===== src/sv/ppm_pkg.sv =====
package ppm_pkg;

  localparam int unsigned ChanW         = 15;
  localparam int unsigned TimeW         = 16;
  localparam int unsigned FrameLenW     = 16;
  localparam int unsigned SlotW         = 3;
  localparam int unsigned MaxChannels   = 6;
  localparam int unsigned SyncTicks     = 300;
  localparam int unsigned MarkTicks     = 400;
  localparam int unsigned FrameLenReset = 20000;

  // APB register map: one 32-bit register every four bytes.
  localparam int unsigned ApbAddrW = 5;
  localparam int unsigned ApbDataW = 32;
  localparam logic [2:0] RegFrameLen  = 3'd0;
  localparam logic [2:0] RegChanFirst = 3'd1;
  localparam logic [2:0] RegChanLast  = 3'(RegChanFirst + MaxChannels - 1);

  typedef logic [ChanW-1:0] chan_t;

  localparam chan_t ChanReset [MaxChannels] = '{
    15'd1500, 15'd1200, 15'd1700, 15'd1300, 15'd1800, 15'd1600
  };

  typedef enum logic [1:0] {
    PH_SYNC = 2'd0,
    PH_GAP  = 2'd1,
    PH_MARK = 2'd2,
    PH_LOW  = 2'd3
  } phase_e;

  typedef struct packed {
    phase_e           phase;
    logic [SlotW-1:0] slot;
  } position_t;

  typedef struct packed {
    logic tick;
  } tick_item_t;

  typedef struct packed {
    logic line_level;
    logic frame_start;
  } ppm_item_t;

  // Sum of (channel value + mark length) over the first n channels at reset.
  function automatic int unsigned reset_total(input int unsigned n);
    int unsigned acc;
    acc = 0;
    for (int unsigned i = 0; i < MaxChannels; i++) begin
      if (i < n) begin
        acc = acc + int'(ChanReset[i]) + MarkTicks;
      end
    end
    return acc;
  endfunction

  function automatic position_t next_position(input position_t cur,
                                              input logic [SlotW-1:0] last_slot);
    position_t nxt;
    nxt = cur;
    unique case (cur.phase)
      PH_SYNC: nxt.phase = PH_GAP;
      PH_GAP: begin
        nxt.phase = PH_MARK;
        nxt.slot  = '0;
      end
      PH_MARK: nxt.phase = PH_LOW;
      PH_LOW: begin
        if (cur.slot >= last_slot) begin
          nxt.phase = PH_SYNC;
          nxt.slot  = '0;
        end else begin
          nxt.phase = PH_MARK;
          nxt.slot  = cur.slot + SlotW'(1);
        end
      end
      default: nxt = cur;
    endcase
    return nxt;
  endfunction

endpackage


===== src/sv/ppm_stream_if.sv =====
interface ppm_stream_if #(
  parameter type payload_t = logic
) ();
  logic     valid;
  logic     ready;
  payload_t data;

  modport source (output valid, output data, input ready);
  modport sink   (input valid, input data, output ready);
endinterface


===== src/sv/ppm_frame_generator_top.sv =====
// RC-style PPM frame generator.
// in_if carries one tick per transaction: tick = 1 advances the pulse train by
// one microsecond, tick = 0 only samples the current line level. out_if returns
// exactly one transaction per input transaction, with line_level and a
// frame_start flag that is set on the first tick of each sync mark.
// A frame is a 300-tick sync mark, a low gap of the frame length minus the sum
// of (channel + 400) saturated at zero, then a 400-tick mark and a low time per
// channel. Zero-length low segments are skipped within the same tick.
// The result is registered; one transaction is taken every cycle while the
// skid register is empty. When out_if stalls, one extra result is held in the
// skid register, after which in_if.ready drops until the output drains. The
// APB port (registers at 4*i: frame length, then channels 0 to 5) is to be
// written by the user only while the block is idle; the block does not
// enforce this. Channel writes also update a running channel total so the gap
// is a single subtract. Reset restores the default register values and starts
// a new frame on the first tick.
module ppm_frame_generator_top #(
  parameter int unsigned NUM_CHANNELS = 6
) (
  input  logic                          clk_i,
  input  logic                          rst_ni,
  ppm_stream_if.sink                    in_if,
  ppm_stream_if.source                  out_if,
  input  logic                          psel,
  input  logic                          penable,
  input  logic                          pwrite,
  input  logic [ppm_pkg::ApbAddrW-1:0]  paddr,
  input  logic [ppm_pkg::ApbDataW-1:0]  pwdata,
  output logic [ppm_pkg::ApbDataW-1:0]  prdata,
  output logic                          pready
);
  import ppm_pkg::*;

  localparam int unsigned TotalW =
    $clog2(NUM_CHANNELS * ((2 ** ChanW) - 1 + MarkTicks) + 1);
  localparam int unsigned CmpW = (TotalW > TimeW) ? TotalW : TimeW;
  localparam logic [TotalW-1:0] TotalReset = TotalW'(reset_total(NUM_CHANNELS));
  localparam logic [SlotW-1:0]  LastSlot   = SlotW'(NUM_CHANNELS - 1);

  // Configuration registers.
  logic [FrameLenW-1:0] frame_len_q;
  chan_t                chan_q [MaxChannels];
  logic [TotalW-1:0]    total_q, total_d;

  // Frame position.
  position_t            pos_q, pos_d;
  logic [TimeW-1:0]     time_left_q, time_left_d;

  // Output register and skid stage.
  logic                 out_valid_q, skid_valid_q;
  ppm_item_t            out_data_q, skid_data_q;
  ppm_item_t            result;

  logic                 wr_en, chan_wr;
  logic [2:0]           reg_idx;
  logic [SlotW-1:0]     chan_sel;
  logic                 in_fire, step;
  logic [TimeW-1:0]     gap_len;

  assign pready   = 1'b1;
  assign wr_en    = psel & penable & pwrite;
  assign reg_idx  = paddr[ApbAddrW-1:2];
  assign chan_sel = SlotW'(reg_idx - RegChanFirst);
  assign chan_wr  = wr_en && (reg_idx >= RegChanFirst) && (reg_idx <= RegChanLast);

  always_comb begin
    prdata = '0;
    if (reg_idx == RegFrameLen) begin
      prdata = ApbDataW'(frame_len_q);
    end else if ((reg_idx >= RegChanFirst) && (reg_idx <= RegChanLast)) begin
      prdata = ApbDataW'(chan_q[chan_sel]);
    end
  end

  // The running total covers only the active channels, marks included.
  always_comb begin
    total_d = total_q;
    if (chan_wr && (32'(chan_sel) < NUM_CHANNELS)) begin
      total_d = total_q - TotalW'(chan_q[chan_sel]) + TotalW'(pwdata[ChanW-1:0]);
    end
  end

  always_ff @(posedge clk_i or negedge rst_ni) begin
    if (!rst_ni) begin
      frame_len_q <= FrameLenW'(FrameLenReset);
      total_q     <= TotalReset;
      for (int unsigned i = 0; i < MaxChannels; i++) begin
        chan_q[i] <= ChanReset[i];
      end
    end else begin
      total_q <= total_d;
      if (wr_en && (reg_idx == RegFrameLen)) begin
        frame_len_q <= pwdata[FrameLenW-1:0];
      end
      if (chan_wr) begin
        chan_q[chan_sel] <= pwdata[ChanW-1:0];
      end
    end
  end

  assign gap_len = (CmpW'(total_q) >= CmpW'(frame_len_q)) ?
                   '0 : TimeW'(CmpW'(frame_len_q) - CmpW'(total_q));

  assign in_if.ready = !skid_valid_q;
  assign in_fire     = in_if.valid & in_if.ready;
  assign step        = in_fire & in_if.data.tick;

  always_comb begin
    position_t        cur;
    logic [TimeW-1:0] len;
    logic [TimeW-1:0] remain;
    logic             start;

    cur    = pos_q;
    remain = time_left_q;
    start  = 1'b0;
    len    = '0;

    if (time_left_q == '0) begin
      unique case (pos_q.phase)
        PH_SYNC: len = TimeW'(SyncTicks);
        PH_GAP:  len = gap_len;
        PH_MARK: len = TimeW'(MarkTicks);
        PH_LOW:  len = TimeW'(chan_q[pos_q.slot]);
        default: len = '0;
      endcase
      // An empty gap or low time is always followed by a mark or a sync mark.
      if (len == '0) begin
        cur = next_position(pos_q, LastSlot);
        len = (cur.phase == PH_SYNC) ? TimeW'(SyncTicks) : TimeW'(MarkTicks);
      end
      start  = (cur.phase == PH_SYNC);
      remain = len;
    end

    pos_d       = pos_q;
    time_left_d = time_left_q;
    if (in_if.data.tick) begin
      result.line_level  = (cur.phase == PH_SYNC) || (cur.phase == PH_MARK);
      result.frame_start = start;
      time_left_d        = remain - TimeW'(1);
      pos_d              = (time_left_d == '0) ? next_position(cur, LastSlot) : cur;
    end else begin
      result.line_level  = (pos_q.phase == PH_SYNC) || (pos_q.phase == PH_MARK);
      result.frame_start = 1'b0;
    end
  end

  always_ff @(posedge clk_i or negedge rst_ni) begin
    if (!rst_ni) begin
      pos_q       <= '{phase: PH_SYNC, slot: '0};
      time_left_q <= '0;
    end else if (step) begin
      pos_q       <= pos_d;
      time_left_q <= time_left_d;
    end
  end

  always_ff @(posedge clk_i or negedge rst_ni) begin
    if (!rst_ni) begin
      out_valid_q  <= 1'b0;
      skid_valid_q <= 1'b0;
    end else if (out_if.ready || !out_valid_q) begin
      if (skid_valid_q) begin
        out_valid_q  <= 1'b1;
        skid_valid_q <= 1'b0;
      end else begin
        out_valid_q <= in_fire;
      end
    end else if (in_fire) begin
      skid_valid_q <= 1'b1;
    end
  end

  always_ff @(posedge clk_i) begin
    if (out_if.ready || !out_valid_q) begin
      if (skid_valid_q) begin
        out_data_q <= skid_data_q;
      end else if (in_fire) begin
        out_data_q <= result;
      end
    end else if (in_fire) begin
      skid_data_q <= result;
    end
  end

  assign out_if.valid = out_valid_q;
  assign out_if.data  = out_data_q;

endmodule


===== src/flat_wrapper.sv =====
// flat-port wrapper written by rule: the top's interface ports become plain ports
module ppm_frame_generator_top_flat import ppm_pkg::*;
#(
  parameter int unsigned NUM_CHANNELS = 6
)
  (clk_i, rst_ni, psel, penable, pwrite, paddr, pwdata, prdata, pready, in_if_valid, in_if_data, in_if_ready, out_if_valid, out_if_data, out_if_ready);
  ppm_stream_if #(.payload_t(tick_item_t)) in_if_i ();
  ppm_stream_if #(.payload_t(ppm_item_t)) out_if_i ();
  input  logic clk_i;
  input  logic rst_ni;
  input  logic psel;
  input  logic penable;
  input  logic pwrite;
  input  logic [ppm_pkg::ApbAddrW-1:0] paddr;
  input  logic [ppm_pkg::ApbDataW-1:0] pwdata;
  output logic [ppm_pkg::ApbDataW-1:0] prdata;
  output logic pready;
  input wire logic [$bits(in_if_i.valid)-1:0] in_if_valid;
  input wire logic [$bits(in_if_i.data)-1:0] in_if_data;
  output wire logic [$bits(in_if_i.ready)-1:0] in_if_ready;
  output wire logic [$bits(out_if_i.valid)-1:0] out_if_valid;
  output wire logic [$bits(out_if_i.data)-1:0] out_if_data;
  input wire logic [$bits(out_if_i.ready)-1:0] out_if_ready;
  assign in_if_i.valid = in_if_valid;
  assign in_if_i.data = in_if_data;
  assign in_if_ready = in_if_i.ready;
  assign out_if_valid = out_if_i.valid;
  assign out_if_data = out_if_i.data;
  assign out_if_i.ready = out_if_ready;
  ppm_frame_generator_top #(.NUM_CHANNELS(NUM_CHANNELS)) u_core (.clk_i(clk_i), .rst_ni(rst_ni), .in_if(in_if_i), .out_if(out_if_i), .psel(psel), .penable(penable), .pwrite(pwrite), .paddr(paddr), .pwdata(pwdata), .prdata(prdata), .pready(pready));
endmodule

===== config.mk =====
export PLATFORM = sky130hd
export DESIGN_NAME = ppm_frame_generator_top_flat
export DESIGN_NICKNAME = d
export VERILOG_FILES = /design/src/sv/ppm_pkg.sv /design/src/sv/ppm_stream_if.sv /design/src/sv/ppm_frame_generator_top.sv /design/src/flat_wrapper.sv
export SDC_FILE = /design/constraint.sdc
export NUM_CORES = 1
export LEC_CHECK = 0
export BUFFER_PORTS_ARGS = -buffer_cell sky130_fd_sc_hd__buf_4
export CORE_MARGIN = 10
export CORE_UTILIZATION = 61
export CTS_BUF_LIST = sky130_fd_sc_hd__clkbuf_4
export DETAILED_ROUTE_END_ITERATION = 16
export GPL_ROUTABILITY_DRIVEN = 0
export PLACE_DENSITY = 0.79
export SETUP_SLACK_MARGIN = 0.3
export SLEW_MARGIN = 40
export SYNTH_ARGS = -nofsm -noshare
export SYNTH_HDL_FRONTEND = slang
export SYNTH_SLANG_ARGS = --single-unit

===== constraint.sdc =====
create_clock -name clk_i -period 7.49 [get_ports clk_i]
set_clock_uncertainty 0.2 [all_clocks]
set_input_delay 0.749 -clock clk_i [delete_from_list [all_inputs] [get_ports clk_i]]
set_output_delay 0.749 -clock clk_i [all_outputs]
set_load 0.005 [all_outputs]

==> impl_metrics.env <==
export IMPL_status="finished clean"
export IMPL_grt_antenna_before_repair=1
export IMPL_core_area_sq_um=17400
export IMPL_seq_power_share_pct=30.8
export IMPL_synth_seq_area_share_pct=35.5
export IMPL_fin_crit_sh_pct=85.4
export IMPL_layout_common_cells="205 x nand2_1, 172 x o21ai_0, 118 x inv_1"
export IMPL_grt_pass1_vias=9191
export IMPL_cts_resized_gates=0
export IMPL_p_per_area_nw_per_um2=352
export IMPL_rows=48
export IMPL_ios=82
export IMPL_overflow=0
export IMPL_wl_per_cell_um=20.4
export IMPL_finalNonFillerCells=1511
export IMPL_drc_errors=0
export IMPL_clock_sinks=151
export IMPL_htreeDepth=4
export IMPL_async_flop_share_pct=97.4
export IMPL_power_switching_mw=1.90
export IMPL_start_util_pct=62.5
export IMPL_postSynthAreaPerCell_sq_um=8.64
export IMPL_finalSetupViolCount=0
export IMPL_numPortBuffers=46
export IMPL_grtUsageTotal_pct=25.8
export IMPL_synth_area_sq_um=10900
export IMPL_rsz0062_at_grt="no"
export IMPL_cts_setup_buffers=0
export IMPL_dr_total_vias=9474
export IMPL_die_w_um=153
export IMPL_period_minus_slack_ps=6400
export IMPL_syn_to_final_growth_pct=7.19
export IMPL_fin_hold_ws_ps=152
export IMPL_intPower_mw=2.20
export IMPL_n_fill_cell=1442
export IMPL_path_class="input pin to flop"
export IMPL_cp_end_kind="flop"
export IMPL_cts_tree="done"
export IMPL_ctsLongestPathBuffers=2
export IMPL_fmax_mhz=156
export IMPL_grt_max_degree=61
export IMPL_cap_violations=0
export IMPL_cts_buffers=17
export IMPL_cp_arrival_ps=6690
export IMPL_ys_flop_type="dfrtp_1"
export IMPL_r2r_start="u_core.total_q[13]"
export IMPL_ys_types=80
export IMPL_slew_headroom_pct=41.2
export IMPL_hold_violations=0
export IMPL_dp_cells=1477
export IMPL_path_clk_slew_ps=150
export IMPL_avgViaCountPerCell=6.27
export IMPL_ys_warn_count=0
export IMPL_ff_latch_area_sq_um=3850
export IMPL_worstPathRequired_ps=7780
export IMPL_r2r_cells=18
export IMPL_final_common_cell="nand2_1"
export IMPL_power_leakage_nw=5.36
export IMPL_postCtsHoldBufs=1
export IMPL_pwr_share_comb_pct=55.0
export IMPL_hold_depth=3
export IMPL_grt_pass1_wl_mm=49.4
export IMPL_holdCritStartpoint="pwdata[13]"
export IMPL_fin_setup_tns_ps=0
export IMPL_synth_edf_count=4
export IMPL_drt_pass1_iterations=6
export IMPL_synth_seq_cells=151
export IMPL_ir_drop_mv=0.257
export IMPL_ctsRootBufferMaster="clkbuf_4"
export IMPL_die_h_um=153
export IMPL_startpoint="paddr[2]"
export IMPL_cp_start_kind="input pin"
export IMPL_tightest_slew_ps=875
export IMPL_synth_cells=1257
export IMPL_final_core_util_pct=67.0
export IMPL_worstPathMaxFanout=16
export IMPL_fin_nets=1394
export IMPL_insertion_delay_ps=600
export IMPL_p_clk_share_pct=14.2
export IMPL_total_power_mw=4.10
export IMPL_drive_gt1_share_pct=15.2
export IMPL_hold_path_class="input pin to flop"
export IMPL_dp_final_hpwl_mm=22.6
export IMPL_die_area_sq_um=23500
export IMPL_wirelength_mm=30.8
export IMPL_drt_iter0_drc=918
export IMPL_ant_nets=0
export IMPL_slew_viol_final=0
export IMPL_p_sw_share_pct=46.3
export IMPL_multiInputGateArea_sq_um=6240
[cell families (layout without fill, tap and decap cells)]
| logic type | after synthesis | in the layout | synth area share (%) |
|---|---|---|---|
| AOI/OAI and AO/OA | 380 | 380 | 22.5 |
| xor gates and xnor gates | 34 | 34 | 2.74 |
| adders and majority gates | 77 | 77 | 9.98 |
| buffers and inverters | 200 | 213 | 7.98 |
| DFF | 151 | 151 | 35.5 |
| muxes | 45 | 45 | 5.96 |
| other | 2 | 18 | 0.0692 |
| and+or+nand+nor | 368 | 368 | 15.3 |
[power by group through the flow]
stage | sequential (mW) | combinational [mW] | clock, mW
global route | 1.29 | 2.50 | 0.621
global placement | 1.26 | 2.13 | 0
CTS | 1.25 | 2.20 | 0.587
floorplan | 1.20 | 1.68 | 0
detailed placement | 1.27 | 2.19 | 0
finish | 1.26 | 2.26 | 0.583
[worst max-delay path: stages]
cell	delay [ps]
buf_4	140
inv_1	160
ha_1	350
nand2_1	140
nor2_1	50
buf_4	220
a22oi_1	160
nand2_1	80
a221oi_1	600
inv_1	140
fa_1	570
inv_1	60
ha_1	280
a21o_1	180
a21oi_1	210
o21ai_0	130
a21oi_1	260
o21ai_0	170
a21oi_1	250
o21ai_0	140
a21oi_1	270
o21ai_0	230
a41o_1	310
or4_1	400
a31oi_1	200
xnor2_1	130
o21ai_0	80
[synthesized netlist by cell type, drive strengths merged (11+ instances only)]
master    n  share of area (%)
o211ai   11               0.90
a221oi   15                1.2
dfstp    40                9.7
xnor2    24                1.9
clkbuf   48                1.7
nand3    21                1.0
dfrtp   107                 25
nor2     41                1.4
a21o     14               0.97
o21ai   178                8.3
a21oi    49                2.3
fa       16                3.0
mux2i    14                1.3
buf      34                2.2
a22oi    23                1.6
o31ai    14                1.1
inv     118                4.1
nand2   212                7.4
mux2     18                1.9
ha       61                7.0
mux4     13                2.8
nor3     22                1.0
[metal layers]
metal  track usage [%]  routed length [um]
met1              34.5               13200
met2              40.5               13900
met3              5.30                2630
met4              9.67                1070
met5                 0                   0
[worst paths after layout]
kind	end	slack (ps)
worst min register to register	u_core.chan_q[52]	300
worst max-delay path	u_core.total_q[17]	1090
min in group asynchronous	u_core.pos_q[4]	400
max in group asynchronous	u_core.chan_q[35]	5330
worst max register to register	u_core.pos_q[0]	1730
worst min-delay path	u_core.frame_len_q[13]	150
[sequential cells by signal, summed over array words and instances (netlist names)]
register,cells
u_core.skid_valid_q,1
u_core.frame_len_q,16
u_core.skid_data_q,2
u_core.total_q,18
u_core.pos_q,5
u_core.out_if.data,2
u_core.time_left_q,16
u_core.chan_q,90
u_core.out_if.valid,1
[area by class of cell]
cell class	instances	share of cell area, %
sequential	151	33.1
clock inverter	15	1.65
clock buffer	17	1.10
antenna	1	0.0215
inverter	118	3.81
timing repair buffer	63	4.29
tap	225	2.42
multi-input combinational	921	53.6
[stage by stage]
step	cell area (sq um)	setup slack [ps]
finish	11600	1090
global route	11600	636
CTS	11600	1150
detailed placement	11300	576
global placement	11300	729
floorplan	10900	1550
Note: power is estimated with default switching activity, not from simulation.
